**src/sv/sprite_pixel_renderer_core_assert.svh**
```systemverilog
// ----------------------------------------------------------------------------
// Sprite renderer assertion macros
// Clocked property wrappers shared by the sprite renderer RTL.
// ----------------------------------------------------------------------------
`ifndef SPRITE_PIXEL_RENDERER_CORE_ASSERT_SVH
`define SPRITE_PIXEL_RENDERER_CORE_ASSERT_SVH

// Same-cycle implication, checked outside reset.
`define SPR_ASSERT_IMPL(name, ante, cons) \
	name: assert property (@(posedge clk) disable iff (!arst_n) (ante) |-> (cons)) \
		else $error("sprite renderer assertion failed");

// Next-cycle implication, checked outside reset.
`define SPR_ASSERT_NEXT(name, ante, cons) \
	name: assert property (@(posedge clk) disable iff (!arst_n) (ante) |=> (cons)) \
		else $error("sprite renderer assertion failed");

`endif

```
**src/sv/spr_ram.sv**
```systemverilog
// ----------------------------------------------------------------------------
// Sprite renderer RAM
// Single write port, single read port, read data registered under enable.
// ----------------------------------------------------------------------------
`timescale 1ns / 1ps

module spr_ram #(
	parameter int WIDTH = 8,
	parameter int DEPTH = 256
) (
	input  logic                                    clk,
	input  logic                                    we,
	input  logic [((DEPTH > 1) ? $clog2(DEPTH) : 1)-1:0] waddr,
	input  logic [WIDTH-1:0]                        wdata,
	input  logic                                    re,
	input  logic [((DEPTH > 1) ? $clog2(DEPTH) : 1)-1:0] raddr,
	output logic [WIDTH-1:0]                        rdata
);

	logic [WIDTH-1:0] mem_q [DEPTH];
	logic [WIDTH-1:0] rdata_q;

	always_ff @(posedge clk) begin
		if (we) begin
			mem_q[waddr] <= wdata;
		end
		// Read data holds while the reader is stalled.
		if (re) begin
			rdata_q <= mem_q[raddr];
		end
	end

	assign rdata = rdata_q;

endmodule

```
**config.mk**
```make
export PLATFORM = sky130hd
export DESIGN_NAME = spr_ram
export DESIGN_NICKNAME = d
export VERILOG_FILES = /design/src/sv/sprite_pixel_renderer_core_assert.svh /design/src/sv/spr_ram.sv
export SDC_FILE = /design/constraint.sdc
export NUM_CORES = 2
export LEC_CHECK = 0
export BUFFER_PORTS_ARGS = -buffer_cell sky130_fd_sc_hd__buf_4
export CAP_MARGIN = 25
export CORE_MARGIN = 2
export CORE_UTILIZATION = 30
export CTS_CLUSTER_SIZE = 10
export DETAILED_ROUTE_END_ITERATION = 7
export GPL_ROUTABILITY_DRIVEN = 1
export RECOVER_POWER = 100
export SETUP_SLACK_MARGIN = 0.2
export SYNTH_ARGS = -nofsm -noshare
export SYNTH_HDL_FRONTEND = slang
export SYNTH_SLANG_ARGS = --single-unit
```
**constraint.sdc**
```tcl
create_clock -name clk -period 7.9 [get_ports clk]
set_input_delay 1.58 -clock clk [delete_from_list [all_inputs] [get_ports clk]]
set_output_delay 1.58 -clock clk [all_outputs]
set_load 0.03 [all_outputs]
```
==> results.cfg <==
[final_layout]
areaGrowthSynthToFinish_pct = 12.5
post-route-util_pct = 33.9
nets = 3876
fin_area_um2 = 89600
final_layout_size_suffix_gt1_share_pct = 20.3

[yosys]
synth_nets = 3760
yosysUniqueCellTypes = 54
yosys.area_share.simple_pct = 2.63
avgSynthCellArea_um2 = 21.3
synth_seq_cells = 2056
syn_inst = 3733
synthFlopType = edfxtp_1
synthesis.area_um2 = 79600
synthXorXnorAreaFrac_pct = 0
yosys_warnings = 0
yosysSeqAreaShare_pct = 77.5
async_reset_ff_share_pct = 0
synth_compound_area_share_pct = 3.42
synth_fa_ha_area_share_pct = 0
synth_mux_area_share_pct = 14.6
synth_top_family_by_area = multiplexers
synth_edf_count = 2056

[sta]
period_minus_slack_ns = 6.20
period_share_pct = 78.5
worstMarginPinSlew_ns = 5.65
finalClockSkew_ns = 0.0400
finalHoldViolations = 0
slew_violations = 1189
max_freq_mhz = 161
timing.hold.ws_ns = 1.09
grt_setup_unrepaired = no
tns_ns = 0
relSlewSlack_pct = -277
setup_viol_count_final = 0

[power]
p_per_area_nw_per_um2 = 248
p_int_w = 0.0175
peakVddDrop_mv = 0.281
p_leak_nw = 26.7
clkPwrFrac_pct = 40.8
combinationalPowerShare_pct = 4.9
sequentialPowerShare_pct = 54.3
p_switching_w = 0.00475
swShare_pct = 21.4

[setup_path]
worst_setup_path_end_kind = flop
cpPeakStageDelay_ns = 3.69
worstPathArrival_ns = 6.70
r2r_cells = 6
path_max_fanout = 106
critical_path_required_ns = 8.40
reg2reg_slack_ns = 5.08
path_cells = clkbuf_1, buf_4
cpLargestDelayFamily = buffers and inverters
start_kind = primary input
cp.depth = 2
cp_slowest_cell = clkbuf_1
path_buf_inv = 2
path_class = in -> reg

[drt]
routed_wl_um = 208000
routed-via-count = 38839
drc = 0
drt-wirelength-per-cell_um = 28.0
drtIter0Drc = 4915
vias_per_cell = 5.23
ant_nets = 0
first_pass_iters = 6

[grt]
grt_usage_pct = 15.1
grt_pass1_vias = 39196
antenna_found_initial = 15
grt_max_degree = 151
gr-total-overflow = 0
grt_pass1_wl_um = 296000

[placed_design]
dp_hpwl_um = 127000
port-buffer-count = 34
place_area_um2 = 83700
gp_routability_congestion = 0.850

[clock_tree]
ctsHtreeMaxLevel = 4
post_cts_buffers = 0
cts_inserted_buffers = 225
post_cts_resized = 0
clock_path_buffers = 3
clkTransAtPathRegs_ns = 0.06
insertion_delay_ns = 0.87
cts.sinks = 2056
cts_tree = done
cts_hold_buf = 0
cts_root_buf = clkbuf_16

[floorplanning]
io_pins = 35
die_h_um = 519
die_w_um = 519
core_area_um2 = 265000
std_cell_rows = 189
start_util_pct = 30.1
die-area_um2 = 270000

[outcome]
status = finished, violations left
violations = capacitance limit, slew limit

[min_path]
hold_path_class = reg -> reg
holdPathStages = 5

[run]
maxCapViolCount = 26
==> through the flow <==
stage	worst slack (ns)	power, W	std cells
after detailed placement	1.99	0.0134	7147
after CTS	2.93	0.0224	7398
final	1.70	0.0222	7420
after floorplan	4.24	0.0129	3733
after global routing	1.36	0.0228	7411
after global placement	1.92	0.0134	7144
==> routing by layer <==
metal / GRT usage (%) / up-vias / part of all wire (%)
met5: 0 / - / 0.034
met4: 5.41 / 10 / 3.5
met3: 3.60 / 345 / 8.4
met2: 23.6 / 1715 / 47
met1: 20.6 / 20961 / 41
li1: - / 15808 / -
==> area by class of cell <==
type	instances	area, um^2
Antenna cell	14	35.0
Clock buffer	234	5690
Clock inverter	17	298
Fill cell	24504	175000
Inverter	2	7.51
Multi-Input combinational cell	1442	16500
Sequential cell	2056	61700
Tap cell	3533	4420
Timing Repair Buffer	122	913
==> synth_stat cells, types with 16 or more instances <==
cell	instances	area [um^2]
edfxtp_1	2056	61700
mux4_2	454	10200
nor2_1	282	1060
mux2i_1	134	1340
a22oi_1	133	998
clkbuf_1	111	417
a21oi_1	96	480
o221ai_1	46	403
nand3_1	34	170
nand2_1	33	124
buf_2	31	155
nor2b_1	31	194
o22ai_1	28	175
buf_4	27	203
nor4_1	24	150
buf_1	22	82.6
nor3_1	22	110
buf_6	21	236
a211oi_1	16	120
==> state kept, by name, indices dropped and copies added (netlist names) <==
| signal | cells |
|---|---|
| mem_q | 2048 |
| rdata | 8 |
==> kinds of logic (layout without fill, tap and decap cells) <==
group | count (synthesis) | count (layout)
AOI/OAI and AO/OA | 385 | 385
buffers and inverters | 235 | 375
DFF | 2056 | 2056
muxes | 591 | 591
other | 0 | 14
and+or+nand+nor | 466 | 466
==> path summary, 6_finish.rpt <==
| path | start | endpoint |
|---|---|---|
| max | wdata[2] | mem_q[111][2]$_DFFE_PP_ |
| min | mem_q[4][0]$_DFFE_PP_ | rdata[0]$_DFFE_PP_ |
| max reg2reg | mem_q[208][5]$_DFFE_PP_ | rdata[5]$_DFFE_PP_ |
| min reg2reg | mem_q[4][0]$_DFFE_PP_ | rdata[0]$_DFFE_PP_ |
==> placed cells by master, fill, tap and decap left out, types with 13 or more instances in the layout <==
cell type / n
edfxtp_1: 2056
mux4_2: 454
nor2_1: 279
clkbuf_16: 226
mux2i_1: 134
a22oi_1: 133
a21oi_1: 96
clkbuf_1: 56
buf_4: 54
o221ai_1: 46
nand3_1: 34
nand2_1: 32
o22ai_1: 28
nor2b_1: 28
nor4_1: 24
nor3_1: 22
a211oi_1: 16
diode_2: 14
a221oi_1: 13
==> power groups by stage <==
stage / sequential (W) / clock, W / combinational (W)
detailed placement: 0.0123 / 0 / 0.00109
CTS: 0.0121 / 0.00920 / 0.00109
finish: 0.0121 / 0.00907 / 0.00108
global route: 0.0121 / 0.00958 / 0.00114
floorplan: 0.0123 / 0 / 0.000584
global placement: 0.0123 / 0 / 0.00108
No activity file was read; power rests on OpenSTA's default activity.
